`src/hw/rtl/hnps_pkg.sv`:
```
// Package: shared types, codes and constants for the held-note priority stack.
`default_nettype none

package hnps_pkg;

  // Default number of stack slots
  localparam int DEFAULT_DEPTH = 16;

  // Field widths
  localparam int REQ_W   = 2;
  localparam int NOTE_W  = 7;
  localparam int VEL_W   = 7;
  localparam int HCNT_W  = 5;
  localparam int S_DATA_W = 16;  // note + velocity, padded to bytes
  localparam int M_DATA_W = 24;  // count + flag + note + velocity, padded

  // Request codes
  typedef enum logic [REQ_W-1:0] {
    REQ_PRESS   = 2'd0,
    REQ_RELEASE = 2'd1,
    REQ_CLEAR   = 2'd2,
    REQ_NONE    = 2'd3
  } req_t;

  // Controller states
  typedef enum logic [2:0] {
    ST_IDLE,
    ST_DECODE,
    ST_MATCH,
    ST_ISO,
    ST_MASK,
    ST_SHIFT,
    ST_PUSH,
    ST_DONE
  } state_t;

  // Commands from controller to datapath
  typedef struct packed {
    logic load;      // capture the incoming beat
    logic clear;     // empty the stack
    logic match;     // register per-slot match flags
    logic iso;       // isolate the oldest matching slot
    logic mask;      // build the gap-closing mask
    logic shift;     // close the gap over the matched slot
    logic push;      // place the note on top
    logic out_load;  // move the result into the output register
  } cmd_t;

  // Status from datapath to controller
  typedef struct packed {
    req_t req;       // captured request
    logic out_busy;  // output register holds a beat not yet taken
  } stat_t;

endpackage : hnps_pkg

`default_nettype wire

```
`src/hw/rtl/hnps_datapath.sv`:
```
// Datapath: key slots, count, match and mask registers, and output register.
`default_nettype none

module hnps_datapath
  import hnps_pkg::*;
#(
  parameter int STACK_DEPTH = DEFAULT_DEPTH
) (
  input  wire logic                clk,
  input  wire logic                rst,
  input  wire cmd_t                cmd,
  output stat_t                    stat,
  input  wire logic [REQ_W-1:0]    in_req,
  input  wire logic [NOTE_W-1:0]   in_note,
  input  wire logic [VEL_W-1:0]    in_vel,
  input  wire logic                out_ready,
  output logic                     out_valid,
  output logic [HCNT_W-1:0]        out_count,
  output logic                     out_any,
  output logic [NOTE_W-1:0]        out_note,
  output logic [VEL_W-1:0]         out_vel
);

  localparam int D  = STACK_DEPTH;
  localparam int CW = $clog2(STACK_DEPTH + 1);

  // Slot 0 holds the newest key, slot count-1 the oldest
  logic [NOTE_W-1:0] key_notes [D];
  logic [VEL_W-1:0]  key_vels  [D];
  logic [CW-1:0]     count;

  logic [REQ_W-1:0]  req;
  logic [NOTE_W-1:0] note;
  logic [VEL_W-1:0]  vel;

  logic [D-1:0]      match;     // slot j is live and holds the note
  logic [D-1:0]      low;       // oldest match, in reversed bit order
  logic [D-1:0]      mask;      // slots that take the next one up
  logic              found;

  logic [D-1:0]      match_rev;
  logic [D-1:0]      match_next;
  logic [D-1:0]      mask_rev;
  logic              any_live;

  assign stat.req      = req_t'(req);
  assign stat.out_busy = out_valid;
  assign any_live      = (count != '0);

  // Compare every live slot against the note
  always_comb begin
    for (int j = 0; j < D; j++) begin
      match_next[j] = (key_notes[j] == note) && (CW'(j) < count);
      match_rev[j]  = match[D-1-j];
    end
  end

  // Ones up to and including the isolated bit, reversed back
  always_comb begin
    logic [D-1:0] pre;
    pre = low | (low - 1'b1);
    for (int j = 0; j < D; j++) begin
      mask_rev[j] = pre[D-1-j];
    end
  end

  // Capture the beat
  always_ff @(posedge clk) begin
    if (cmd.load) begin
      req  <= in_req;
      note <= in_note;
      vel  <= in_vel;
    end
  end

  // Match, isolate and mask stages
  always_ff @(posedge clk) begin
    if (cmd.match) begin
      match <= match_next;
    end
    if (cmd.iso) begin
      low   <= match_rev & (~match_rev + 1'b1);
      found <= |match;
    end
    if (cmd.mask) begin
      mask <= found ? mask_rev : '0;
    end
  end

  // Slot storage: close the gap or push a new key on top
  always_ff @(posedge clk) begin
    if (cmd.shift) begin
      for (int j = 0; j < D - 1; j++) begin
        if (mask[j]) begin
          key_notes[j] <= key_notes[j+1];
          key_vels[j]  <= key_vels[j+1];
        end
      end
    end else if (cmd.push) begin
      key_notes[0] <= note;
      key_vels[0]  <= vel;
      for (int j = 1; j < D; j++) begin
        key_notes[j] <= key_notes[j-1];
        key_vels[j]  <= key_vels[j-1];
      end
    end
  end

  // Count of held keys
  always_ff @(posedge clk) begin
    if (rst) begin
      count <= '0;
    end else if (cmd.clear) begin
      count <= '0;
    end else if (cmd.shift && found) begin
      count <= count - 1'b1;
    end else if (cmd.push && (count != CW'(D))) begin
      count <= count + 1'b1;
    end
  end

  // Output register
  always_ff @(posedge clk) begin
    if (rst) begin
      out_valid <= 1'b0;
    end else if (cmd.out_load) begin
      out_valid <= 1'b1;
    end else if (out_ready) begin
      out_valid <= 1'b0;
    end
  end

  always_ff @(posedge clk) begin
    if (cmd.out_load) begin
      out_count <= HCNT_W'(count);
      out_any   <= any_live;
      out_note  <= any_live ? key_notes[0] : '0;
      out_vel   <= any_live ? key_vels[0] : '0;
    end
  end

endmodule : hnps_datapath

`default_nettype wire

```
`src/hw/rtl/hnps_ctrl.sv`:
```
// Controller: sequences the match, gap-close and push steps for one beat.
`default_nettype none

module hnps_ctrl
  import hnps_pkg::*;
(
  input  wire logic  clk,
  input  wire logic  rst,
  input  wire logic  in_valid,
  output logic       in_ready,
  input  wire logic  out_ready,
  input  wire stat_t stat,
  output cmd_t       cmd
);

  state_t state, state_next;

  // State register
  always_ff @(posedge clk) begin
    if (rst) begin
      state <= ST_IDLE;
    end else begin
      state <= state_next;
    end
  end

  // Next state and commands
  always_comb begin
    state_next = state;
    cmd        = '0;
    in_ready   = 1'b0;
    unique case (state)
      ST_IDLE: begin
        in_ready = 1'b1;
        if (in_valid) begin
          cmd.load   = 1'b1;
          state_next = ST_DECODE;
        end
      end
      ST_DECODE: begin
        unique case (stat.req)
          REQ_PRESS, REQ_RELEASE: state_next = ST_MATCH;
          REQ_CLEAR: begin
            cmd.clear  = 1'b1;
            state_next = ST_DONE;
          end
          default: state_next = ST_DONE;
        endcase
      end
      ST_MATCH: begin
        cmd.match  = 1'b1;
        state_next = ST_ISO;
      end
      ST_ISO: begin
        cmd.iso    = 1'b1;
        state_next = ST_MASK;
      end
      ST_MASK: begin
        cmd.mask   = 1'b1;
        state_next = ST_SHIFT;
      end
      ST_SHIFT: begin
        cmd.shift  = 1'b1;
        state_next = (stat.req == REQ_PRESS) ? ST_PUSH : ST_DONE;
      end
      ST_PUSH: begin
        cmd.push   = 1'b1;
        state_next = ST_DONE;
      end
      ST_DONE: begin
        // Hold until the output register is free
        if (!stat.out_busy || out_ready) begin
          cmd.out_load = 1'b1;
          state_next   = ST_IDLE;
        end
      end
      default: state_next = ST_IDLE;
    endcase
  end

endmodule : hnps_ctrl

`default_nettype wire

```
`src/hw/rtl/held_note_priority_stack.sv`:
```
// Top level: last-note priority stack of held keys for a mono synthesizer.
//
// Input channel s_*: one beat per key event. s_tuser carries the request
// (press, release, clear); s_tdata carries note and velocity.
// Output channel m_*: exactly one beat per input beat, in order, giving the
// held count, a held flag and the newest held note and velocity.
// Processing: the controller decodes the accepted request. A press or
// release runs the match compare, oldest-match isolate, mask build and
// gap-close shift steps, and a press then pushes the note on top; a clear
// empties the stack and an unused code goes straight to the result. The
// controller returns to idle before the next beat is taken.
// The output register parts the two sides: a finished result waits there
// while the next beat is accepted and processed. If the receiver stalls,
// the controller holds its finished result until the register frees.
// Reset (synchronous, active high) empties the stack, drops any pending
// result and returns the controller to idle; slot contents are not cleared
// since slots beyond the count are never reported.
`default_nettype none

module held_note_priority_stack
  import hnps_pkg::*;
#(
  parameter int STACK_DEPTH = DEFAULT_DEPTH
) (
  input  wire logic                clk,
  input  wire logic                rst,
  input  wire logic                s_tvalid,
  output logic                     s_tready,
  input  wire logic [S_DATA_W-1:0] s_tdata,  // note[6:0], velocity[13:7]
  input  wire logic [REQ_W-1:0]    s_tuser,  // req_type[1:0]
  output logic                     m_tvalid,
  input  wire logic                m_tready,
  output logic [M_DATA_W-1:0]      m_tdata   // held_count[4:0], any_held[5],
                                             // top_note[12:6], top_velocity[19:13]
);

  cmd_t  cmd;
  stat_t stat;

  logic [HCNT_W-1:0] out_count;
  logic              out_any;
  logic [NOTE_W-1:0] out_note;
  logic [VEL_W-1:0]  out_vel;

  hnps_ctrl u_ctrl (
    .clk       (clk),
    .rst       (rst),
    .in_valid  (s_tvalid),
    .in_ready  (s_tready),
    .out_ready (m_tready),
    .stat      (stat),
    .cmd       (cmd)
  );

  hnps_datapath #(
    .STACK_DEPTH (STACK_DEPTH)
  ) u_datapath (
    .clk       (clk),
    .rst       (rst),
    .cmd       (cmd),
    .stat      (stat),
    .in_req    (s_tuser),
    .in_note   (s_tdata[NOTE_W-1:0]),
    .in_vel    (s_tdata[NOTE_W+VEL_W-1:NOTE_W]),
    .out_ready (m_tready),
    .out_valid (m_tvalid),
    .out_count (out_count),
    .out_any   (out_any),
    .out_note  (out_note),
    .out_vel   (out_vel)
  );

  // Pack the result beat
  assign m_tdata = {4'b0000, out_vel, out_note, out_any, out_count};

endmodule : held_note_priority_stack

`default_nettype wire
```
`config.mk`:
```
export PLATFORM = sky130hd
export DESIGN_NAME = held_note_priority_stack
export DESIGN_NICKNAME = d
export VERILOG_FILES = /design/src/hw/rtl/hnps_pkg.sv /design/src/hw/rtl/hnps_datapath.sv /design/src/hw/rtl/hnps_ctrl.sv /design/src/hw/rtl/held_note_priority_stack.sv
export SDC_FILE = /design/constraint.sdc
export NUM_CORES = 1
export LEC_CHECK = 0
export ABC_AREA = 1
export BUFFER_PORTS_ARGS = -buffer_cell sky130_fd_sc_hd__buf_2
export CAP_MARGIN = 25
export CELL_PAD_IN_SITES_DETAIL_PLACEMENT = 1
export CELL_PAD_IN_SITES_GLOBAL_PLACEMENT = 1
export CORE_MARGIN = 3
export CORE_UTILIZATION = 56
export CTS_BUF_LIST = sky130_fd_sc_hd__clkbuf_2
export CTS_CLUSTER_DIAMETER = 100
export DETAILED_ROUTE_END_ITERATION = 8
export PLACE_DENSITY = 0.95
export SLEW_MARGIN = 25
export SYNTH_ARGS = -nofsm -noshare
export SYNTH_HDL_FRONTEND = slang
export SYNTH_HIERARCHICAL = 1
export SYNTH_SLANG_ARGS = --single-unit
```
`constraint.sdc`:
```
create_clock -name clk -period 7.1 [get_ports clk]
set_input_delay 0.71 -clock clk [delete_from_list [all_inputs] [get_ports clk]]
set_output_delay 0.71 -clock clk [all_outputs]
set_load 0.05 [all_outputs]
```
# --- After elaboration in Yosys (flattened, before gate mapping) ---
# Memory sizes are Yosys's and may differ from the RTL's.
# Index checks and enable logic that the tools add are counted.
# Widths: inputs -> output; s select.
classes:
  n_mul: 0
  n_div: 0
  muxes: 99
  shifts: 0
  n_addsub: 4
  n_eq_ne: 28
  reduce_logical: 29
  bitwise_logic: 33
  order_cmp: 16
ops:
  columns: ["op", "count"]
  rows:
  - ["$mux 7", 30]
  - ["$eq 7x7->1", 16]
  - ["$mux 1", 63]
  - ["$lt 4x5->1 const A", 8]
  - ["$or 1x1->1", 30]
  - ["$pmux 3 s8", 1]
  - ["$lt 3x5->1 const A", 4]
  - ["$logic_and 1x1->1", 18]
  - ["$add 16x1->16 const B", 1]
  - ["$and 16x16->16", 1]
  - ["$not 16->16", 1]
  - ["$or 16x16->16", 1]
  - ["$reduce_or 16->1", 1]
  - ["$sub 16x1->16 const B", 1]
  - ["$eq 3x3->1 const B", 4]
  - ["$lt 1x5->1 const A", 2]
  - ["$lt 2x5->1 const A", 2]
  - ["$mux 5", 2]
  - ["$mux 3", 3]
  - ["$eq 3x2->1 const B", 2]
  - ["$add 5x1->5 const B", 1]
  - ["$ne 5x5->1 const B", 1]
  - ["$reduce_bool 5->1", 1]
  - ["$sub 5x1->5 const B", 1]
  - ["other kinds (12)", 14]
totals:
  regBits: 93
  ramBits: 224
  output_inout_bits: 26
  n_memories: 2
  input_bits: 22
  romBits: 0
  latch_bits: 0
  word_cells: 225
memory_table:
  columns: ["memory", "depth", "word_bits", "read_ports", "rd_clocked_by_memory_dff", "write_ports", "line_no", "source"]
  rows:
  - ["u_datapath.key_notes", 16, 7, 16, 0, 16, "hnps_datapath.sv:28", "logic [NOTE_W-1:0] key_notes [D];"]
  - ["u_datapath.key_vels", 16, 7, 16, 0, 16, "hnps_datapath.sv:29", "logic [VEL_W-1:0] key_vels [D];"]

# --- Longest topological paths before layout ---
# Gate-level depths: netlist of the first run.
depth:
  ltp_word: 6
  ltp_mapped: 13
  mapped_depth_nobuf: 12

# --- Cells and area by module ---
# Netlist of the first run, hierarchy kept.
modules_own_cells:
  columns: ["mod", "instances", "area_each_um2", "seq_area_each_um2", "cells_per_inst"]
  rows:
  - ["hnps_datapath", 1, 14438.8, 9369.0, 1305]
  - ["hnps_ctrl", 1, 380.4, 60.1, 59]
  - ["held_note_priority_stack", 1, 41.3, 0.0, 6]

# --- Least setup slack after synthesis of the first run ---
# OpenSTA, ideal clock, no wires.
synth_path:
  path_kind: "input to register"
  from: "in s_tvalid"
  to: "reg u_datapath.note[0] (enable)"
  setup_time_ns: 0.409
  t_required_ns: 6.691
  setup_slack_ns: 4.806
  arrival_time_ns: 1.885
  path_stages: 2
  path_buffers: 0
  cell_sequence: "inv_1 nor3_1"
synth_rtl:
  columns: ["item", "line_no", "source"]
  rows:
  - ["start: declaration", "held_note_priority_stack.sv:27", "input wire logic s_tvalid,"]
  - ["end signal: assignment", "hnps_datapath.sv:71", "note <= in_note;"]
  - ["end: declaration", "hnps_datapath.sv:33", "logic [NOTE_W-1:0] note;"]

==> results of run 1 <==
-- cell families (layout without fill, tap and decap cells) --
family,count (synthesis),after routing,share of synthesized area (%)
mux,52,52,3.94
other cells,1,5,0.0252
flops,317,317,63.5
compound gates,138,138,4.85
fa+ha+maj,7,7,0.589
xor+xnor,89,89,5.25
simple gates,579,579,16.1
buf+inv,187,321,5.81
-- repair_timing --
action	CTS	global route
hold endpoints to repair	17	0
endpoints found under the setup margin	0	0
hold buffers	16	0
-- worst paths after layout --
kind / cells past startpoint / to
setup / recovery: 6 / u_datapath/key_notes[10][5]
hold / removal: 1 / u_datapath/note[3]
setup reg to reg: 6 / u_datapath/key_notes[10][5]
hold reg to reg: 0 / u_datapath/key_vels[0][107]
-- metal layers --
layer | vias up | GRT usage [%]
met2 | 744 | 58.3
met1 | 5725 | 38.1
li1 | 4789 | -
met5 | - | 0
met4 | 0 | 21.7
met3 | 247 | 7.36
-- layout by cell type (no fill, tap or decap), drive strengths merged --
cell type	n
nand2	428
edfxtp	308
inv	123
clkbuf	119
nor2	89
o21ai	85
xnor2	68
mux2	52
buf	49
a21oi	37
nand4	26
nand3	23
xor2	21
dlygate4sd3	16
clkinv	12
o22ai	10
dfxtp	9
nor3	9
ha	7
conb	4
nor4	4
a31oi	2
diode	1
bufinv	1
clkinvlp	1
o211ai	1
o2111ai	1
o21a	1
a21boi	1
-- per-stage QoR --
stage	std cells	worst slack [ns]	instance area, um^2
floorplan	1373	4.81	14900
global placement	1687	3.35	15200
detailed placement	1687	3.05	15200
CTS	1837	2.92	16000
global route	1838	2.60	16000
finish	1838	2.89	16000
-- state kept, by name (all words and copies together) (netlist names) --
register / cells
u_datapath/key_notes: 112
u_datapath/key_vels: 112
u_datapath/low: 16
u_datapath/match: 16
u_datapath/mask: 15
u_datapath/note: 7
u_datapath/out_note: 7
u_datapath/out_vel: 7
u_datapath/vel: 7
u_datapath/count: 5
u_datapath/out_count: 5
u_ctrl/state: 3
u_datapath/req: 2
u_datapath/found: 1
u_datapath/out_any: 1
u_datapath/out_valid: 1
-- synth_stat cells, drive strengths merged, types with 2 or more instances --
cell / n / area share [%]
o22ai: 10 / 0.42
clkbuf: 15 / 0.38
nor4: 4 / 0.17
xor2: 21 / 1.2
nand3: 23 / 0.84
nor2: 89 / 2.6
inv: 122 / 3.1
xnor2: 68 / 4.0
nand4: 26 / 1.1
edfxtp: 308 / 62
a21oi: 37 / 1.3
o21ai: 85 / 2.9
ha: 7 / 0.59
dfxtp: 9 / 1.2
nor3: 9 / 0.30
nand2: 428 / 11
buf: 50 / 2.3
mux2: 52 / 3.9
a31oi: 2 / 0.084
-- power breakdown --
part           switching (mW)  internal [mW]
clock network           0.817          0.473
logic                   0.742          0.310
registers               0.240           2.37
total                    1.80           3.15
-- worst max-delay path, cell delays in order, from the launching register on --
cell,delay (ns)
dfxtp_1,0.68
nand2_2,0.13
inv_1,0.59
nor2_8,0.30
inv_4,0.63
buf_4,0.62
nand2_1,0.71
-- final cells by class --
cell class | count | area (um^2)
inverters | 122 | 465
repair buffers | 65 | 429
well taps | 330 | 413
clock inverters | 15 | 86.3
fillers | 2753 | 9600
clock buffers | 119 | 596
multi-input cells | 869 | 4600
diodes | 1 | 2.50
flip-flops and latches | 317 | 9430
==> results.sh, run 1 <==
export IMPL_drt_total_wl_um=48500
export IMPL_start_util_pct=58.0
export IMPL_outcome="complete, no violations"
export IMPL_synth_cells=1370
export IMPL_grt_pass1_wl_um=73300
export IMPL_finalSetupViolCount=0
export IMPL_min_from="s_tdata[3]"
export IMPL_die_w_um=169
export IMPL_drive_gt1_share_pct=16.7
export IMPL_routed_wl_met2_um=24400
export IMPL_crit_path_end_kind="register"
export IMPL_cts_max_path_buffers=3
export IMPL_fin_total_pwr_mw=4.95
export IMPL_grt_max_degree=103
export IMPL_relSlewSlack_pct=26.0
export IMPL_synth_seq_cells=317
export IMPL_max_cap_viol_count=0
export IMPL_hold_ws_ns=0.0480
export IMPL_syn_cell_area_um2=14900
export IMPL_die_height_um=169
export IMPL_fin_tns_setup_ns=0
export IMPL_critPathArrivalTime_ns=4.60
export IMPL_hpwlAfterDp_um=28400
export IMPL_r2r_slack_ns=2.89
export IMPL_rows=58
export IMPL_cts_root_buf="clkbuf_2"
export IMPL_coreArea_um2=25600
export IMPL_cts_inserted_buffers=79
export IMPL_ys_types=38
export IMPL_grt_util_all_layers_pct=33.9
export IMPL_cp_startpoint="u_ctrl/state[2]"
export IMPL_crit_path_start_kind="register"
export IMPL_avgSynthCellArea_um2=10.8
export IMPL_antenna_found_initial=1
export IMPL_yosys_warnings=6
export IMPL_area_growth_pct=7.78
export IMPL_gp_congestion=0.849
export IMPL_cp_required_ns=7.48
export IMPL_synth_edf_count=308
export IMPL_vias=11500
export IMPL_synthArstFlopShare_pct=0
export IMPL_drv_slew=0
export IMPL_r2r_start="u_ctrl/state[2]"
export IMPL_io_pins=48
export IMPL_ys_flop_type="edfxtp_1"
export IMPL_wl_per_cell_um=26.4
export IMPL_clk_pin_slew_ns=0.12
export IMPL_worst_pin_slew_ns=1.11
export IMPL_die_area_um2=28500
export IMPL_period_share_pct=59.3
export IMPL_wl_met3_um=3840
export IMPL_finalNetCount=1483
export IMPL_cp_max_fo=67
export IMPL_route_detailed_drc=0
export IMPL_power_density_nw_per_um2=309
export IMPL_drtPass1Iterations=5
export IMPL_ant_nets=0
export IMPL_hold_viol=0
export IMPL_fin_worst_skew_ns=0.0768
export IMPL_postCtsSetupBuffers=0
export IMPL_vdd_drop_max_mv=0.196
export IMPL_p_leak_nw=6.43
export IMPL_via_per_inst=6.26
export IMPL_cts_tree="yes"
export IMPL_highest_layer="met4"
export IMPL_grt_overflow_total=0
export IMPL_rsz0062_at_grt="false"
export IMPL_post_route_util_pct=62.5
export IMPL_io_buffers=41
export IMPL_cts_resized=0
export IMPL_cts_sinks=317
export IMPL_grt_pass1_vias=12600
export IMPL_clk_latency_ns=0.92
export IMPL_seq_area_frac_synth_pct=63.5
export IMPL_drtIter0Drc=1639
export IMPL_wl_met1_um=16900
export IMPL_max_freq_ghz=0.237
export IMPL_critPathKind="reg -> reg"
export IMPL_hp_class="in -> reg"
export IMPL_htreeDepth=3
export IMPL_layout_min_cycle_time_ns=4.21
No activity file was read; power rests on OpenSTA's default activity.
==> inputs of run 2 (changes only) <==
CORE_UTILIZATION = 47   (was 56)
PLACE_DENSITY = 0.86   (was 0.95)
clock period = 3.7 ns   (was 7.1 ns; I/O delays follow)
==> run 2 against run 1 <==
Sequential share of layout area shrank 1.3 points. Clock skew grew 0.027 ns. Final area grew 2.3%. Final cell count grew 5.6%. Combinational power grew 93%. Critical path depth grew 2. Register-to-register slack lost 1.8 ns. Setup slack lost 1.8 ns. Maximum frequency grew 61%. Worst hold slack gained 0.12 ns. Global-route usage shrank 9.6 points. Wire length shrank 17%. Critical endpoint is now u_datapath/key_vels[0][25]. Largest cell class unchanged.
==> results.sh, run 2 (synthesis gave the netlist of run 1 again) <==
export IMPL_coreArea_um2=30900
export IMPL_cpPeakStageDelay_ns=0.70
export IMPL_top_regs="u_datapath/key_notes: 112 flops, u_datapath/key_vels: 112 flops"
export IMPL_max_cap_viol_count=0
export IMPL_route_detailed_drc=0
export IMPL_finalSetupViolCount=0
export IMPL_preCtsSetupSlack_ns=1.10
export IMPL_grt_util_all_layers_pct=24.2
export IMPL_cp_slowest_cell="dfxtp_1"
export IMPL_crit_path_end_kind="register"
export IMPL_cts_tree="yes"
export IMPL_io_buffers=41
export IMPL_die_height_um=184
export IMPL_outcome="complete, no violations"
export IMPL_cts_max_path_buffers=3
export IMPL_drtIter0Drc=830
export IMPL_rsz0062_at_grt="false"
export IMPL_clk_pin_slew_ns=0.10
export IMPL_power_density_nw_per_um2=570
export IMPL_antenna_found_initial=1
export IMPL_grt_pass1_vias=11800
export IMPL_mostFrequentLayoutCell="nand2_1"
export IMPL_path_buf_inv=4
export IMPL_cts_hold_buffers=21
export IMPL_min_from="s_tdata[3]"
export IMPL_cp_max_fo=70
export IMPL_hp_class="in -> reg"
export IMPL_die_area_um2=33800
export IMPL_die_w_um=184
export IMPL_hold_path_depth=2
export IMPL_fin_tns_setup_ns=0
export IMPL_grt_pass1_wl_um=63900
export IMPL_area_growth_pct=10.3
export IMPL_r2r_start="u_ctrl/state[2]"
export IMPL_p_leak_nw=6.61
export IMPL_drtPass1Iterations=5
export IMPL_critPathArrivalTime_ns=3.39
export IMPL_setup_ws_ns=1.08
export IMPL_rows=64
export IMPL_placed_area_um2=15500
export IMPL_grt_max_degree=158
export IMPL_cts_root_buf="clkbuf_2"
export IMPL_layout_min_cycle_time_ns=2.62
export IMPL_period_share_pct=70.7
export IMPL_crit_path_start_kind="register"
export IMPL_cts_inserted_buffers=83
export IMPL_start_util_pct=48.1
export IMPL_cts_resized=0
export IMPL_worst_pin_slew_ns=0.992
export IMPL_htreeDepth=3
export IMPL_postCtsSetupBuffers=0
export IMPL_wl_per_cell_um=20.7
export IMPL_relSlewSlack_pct=33.8
export IMPL_fin_total_pwr_mw=9.34
export IMPL_grt_overflow_total=0
export IMPL_cp_required_ns=4.47
export IMPL_ant_nets=0
export IMPL_hold_viol=0
export IMPL_hpwlAfterDp_um=26400
export IMPL_worstPathCellList="nand2_2 -> inv_1 -> nor2_8 -> inv_4 -> buf_12 -> buf_4 -> nand2_1 -> nand2_1"
export IMPL_hold_end="u_datapath/note[3]"
export IMPL_vias=10600
export IMPL_max_freq_ghz=0.382
export IMPL_gp_congestion=0.827
export IMPL_critPathKind="reg -> reg"
export IMPL_finalNetCount=1516
export IMPL_cts_sinks=317
export IMPL_vdd_drop_max_mv=0.260
export IMPL_via_per_inst=5.44
export IMPL_io_pins=48
export IMPL_drive_gt1_share_pct=18.5
export IMPL_clk_latency_ns=0.94
export IMPL_timing_rr_end="u_datapath/key_vels[0][25]"
export IMPL_fin_worst_skew_ns=0.103
export IMPL_layout_common_cells="nand2_1, edfxtp_1, clkbuf_2"
export IMPL_drt_total_wl_um=40200
export IMPL_drv_slew=0
export IMPL_critical_path_top_delay_family="buffers and inverters"
export IMPL_worstRegToRegCells=8
export IMPL_r2r_slack_ns=1.08
export IMPL_finalInstanceArea_um2=16400
export IMPL_crit_top_cell="nand2_1"
## run 2: cell types whose count changed in the layout (fill, tap and decap cells not counted), sizes merged
cell	before	now
dlygate4sd3	16	21
clkinvlp	1	2
buf	49	73
bufinv	1	0
clkinv	12	15
clkbuf	119	124
## run 2: report_power, final
part | switching [mW] | internal (mW) | total [mW]
combinational | 1.37 | 0.664 | 2.03
clock | 1.52 | 0.896 | 2.41
sequential | 0.357 | 4.53 | 4.89
## run 2: area by class of cell
class	count	area [um^2]
flip-flops and latches	317	9430
diodes	1	2.50
fillers	3410	14500
repair buffers	94	681
clock inverters	18	96.3
clock buffers	124	621
multi-input cells	869	4600
inverters	122	465
well taps	396	495
## run 2: worst max-delay path by stage
stage | slack, ns | depth (start not counted) | startpoint | to
2_1_floorplan | 1.47 | 4 | u_ctrl/state[0] | u_datapath/note[0]
5_1_grt | 0.91 | 8 | u_ctrl/state[2] | u_datapath/key_vels[0][13]
3_5_place_dp | 1.10 | 8 | u_ctrl/state[2] | u_datapath/key_vels[0][25]
4_1_cts | 1.10 | 8 | u_ctrl/state[2] | u_datapath/key_notes[0][0]
6_report | 1.08 | 8 | u_ctrl/state[2] | u_datapath/key_vels[0][25]
3_3_place_gp | 1.24 | 8 | u_ctrl/state[2] | u_datapath/key_vels[0][5]
## run 2: layer usage
| layer | vias to the layer above | GRT usage, % | share of wire, % |
|---|---|---|---|
| li1 | 4851 | - | - |
| met1 | 5352 | 29.1 | 41 |
| met2 | 279 | 43.6 | 53 |
| met3 | 68 | 4.39 | 4.1 |
| met4 | 0 | 9.07 | 2.5 |
| met5 | - | 0 | 0 |
## run 2: per-stage QoR
stage	hold slack, ns	std cells	utilization, %
after floorplan	0.422	1373	-
after global placement	0.431	1777	50.0
after detailed placement	0.436	1777	50.0
after CTS	0.0616	1940	53.0
after global routing	0.103	1941	53.0
final	0.166	1941	53.0
==> inputs of run 3 (changes only) <==
CORE_UTILIZATION = 52   (was 47)
PLACE_DENSITY = 0.9   (was 0.86)
clock period = 2.45 ns   (was 3.7 ns; I/O delays follow)
==> run 3 against run 2 <==
Non-clock buffer count grew 10. Final cell count fell by 0.21%. Clock-buffer cell count down 1. Sequential share of layout area shrank 0.43 points. Sequential power rose by 49%. Via count rose by 7.3%. Clock power is 62% higher. Combinational power rose by 70%. Total power rose by 57%. Critical path type unchanged.
==> results.sh, run 3 (synthesis gave the netlist of run 1 again) <==
export IMPL_cts_sinks=317
export IMPL_drt_total_wl_um=47000
export IMPL_power_density_nw_per_um2=888
export IMPL_drive_gt1_share_pct=18.8
export IMPL_multi_input_comb_area_um2=4590
export IMPL_critPathKind="reg -> reg"
export IMPL_cts_root_buf="clkbuf_2"
export IMPL_hold_viol=0
export IMPL_worst_pin_slew_ns=0.822
export IMPL_io_buffers=41
export IMPL_vdd_drop_max_mv=0.506
export IMPL_critical_path_top_delay_family="compound AO/OA/AOI/OAI gates"
export IMPL_path_buf_inv=4
export IMPL_top_regs="u_datapath/key_notes: 112 flops, u_datapath/key_vels: 112 flops"
export IMPL_cp_slowest_cell="o21ai_0"
export IMPL_critPathArrivalTime_ns=3.08
export IMPL_drtIter0Drc=1319
export IMPL_max_cap_viol_count=0
export IMPL_die_height_um=175
export IMPL_layout_min_cycle_time_ns=2.40
export IMPL_r2r_slack_ns=0.05
export IMPL_crit_path_start_kind="register"
export IMPL_vias=11300
export IMPL_grt_pass1_vias=12300
export IMPL_cp_max_fo=79
export IMPL_die_w_um=175
export IMPL_relSlewSlack_pct=44.6
export IMPL_via_per_inst=5.84
export IMPL_fin_worst_skew_ns=0.149
export IMPL_die_area_um2=30600
export IMPL_route_detailed_drc=0
export IMPL_layout_area_seq_um2=9430
export IMPL_wl_per_cell_um=24.2
export IMPL_crit_top_cell="inv_1"
export IMPL_area_growth_pct=11.1
export IMPL_antenna_found_initial=2
export IMPL_outcome="complete, no violations"
export IMPL_layout_common_cells="nand2_1, edfxtp_1, clkbuf_2"
export IMPL_period_share_pct=98.1
export IMPL_cp_required_ns=3.13
export IMPL_hp_class="in -> reg"
export IMPL_coreArea_um2=28000
export IMPL_finalNetCount=1524
export IMPL_max_freq_ghz=0.416
export IMPL_ant_nets=0
export IMPL_post_route_util_pct=58.9
export IMPL_finalSetupViolCount=0
export IMPL_cpPeakStageDelay_ns=0.70
export IMPL_start_util_pct=53.1
export IMPL_hpwlAfterDp_um=27400
export IMPL_drtPass1Iterations=6
export IMPL_fin_total_pwr_mw=14.7
export IMPL_crit_path_end_kind="register"
export IMPL_cts_tree="yes"
export IMPL_clk_pin_slew_ns=0.21
export IMPL_grt_pass1_wl_um=71100
export IMPL_clk_latency_ns=0.97
export IMPL_grt_max_degree=158
export IMPL_p_leak_nw=6.70
export IMPL_grt_overflow_total=0
export IMPL_postCtsSetupBuffers=0
export IMPL_rows=61
export IMPL_worstPathCellList="inv_1 -> ha_1 -> nand2_1 -> inv_2 -> inv_1 -> nor2_8 -> buf_16 -> o21ai_0"
export IMPL_cts_max_path_buffers=3
export IMPL_io_pins=48
export IMPL_gp_congestion=0.884
export IMPL_htreeDepth=3
export IMPL_mostFrequentLayoutCell="nand2_1"
export IMPL_cts_inserted_buffers=81
export IMPL_drv_slew=0
export IMPL_n_fill_cell=3061
export IMPL_grt_util_all_layers_pct=30.2
==> run 3: final timing paths <==
check	to	cells past startpoint	from
hold / removal	u_datapath/note[3]	2	s_tdata[3]
setup reg to reg	u_datapath/key_notes[0][4]	8	u_ctrl/state[0]
hold reg to reg	u_datapath/key_vels[0][107]	0	u_datapath/key_vels[0][100]
setup / recovery	u_datapath/key_notes[0][4]	8	u_ctrl/state[0]
==> run 3: cell type report <==
cell class	count	area share (%)
flip-flops and latches	317	57.1
clock buffers	123	3.73
multi-input cells	869	27.8
well taps	378	2.86
inverters	122	2.83
clock inverters	22	0.773
repair buffers	104	4.84
diodes	2	0.0303
==> run 3: through the flow <==
step	setup TNS [ns]	instances	setup WS [ns]	hold WS [ns]	cell area (um^2)
2_1_floorplan	0	1373	0.218	0.307	14900
3_3_place_gp	0	1767	0.363	0.423	15500
3_5_place_dp	0	1767	0.219	0.426	15500
4_1_cts	0	1934	0.119	0.00359	16500
5_1_grt	-0.0104	1937	-0.0104	0.0229	16500
6_report	0	1937	0.0470	0.0438	16500
==> run 3: layer usage <==
layer  global-route usage (%)  vias up  routed length, um
li1                         -     4870                  -
met1                     35.1     5587              17000
met2                     52.4      651              23900
met3                     5.76      211               3250
met4                     17.3        0               2850
met5                        0        -                  0
==> run 3: repair_timing <==
action	CTS	global route
hold buffers	22	0
endpoints found under the setup margin	0	20
endpoints found under the hold margin	43	0
gates resized for setup	0	5
==> run 3: power by group <==
part	switching, mW	total (mW)	internal (mW)
Sequential	0.457	7.30	6.85
Combinational	2.41	3.46	1.05
Clock	2.46	3.90	1.44
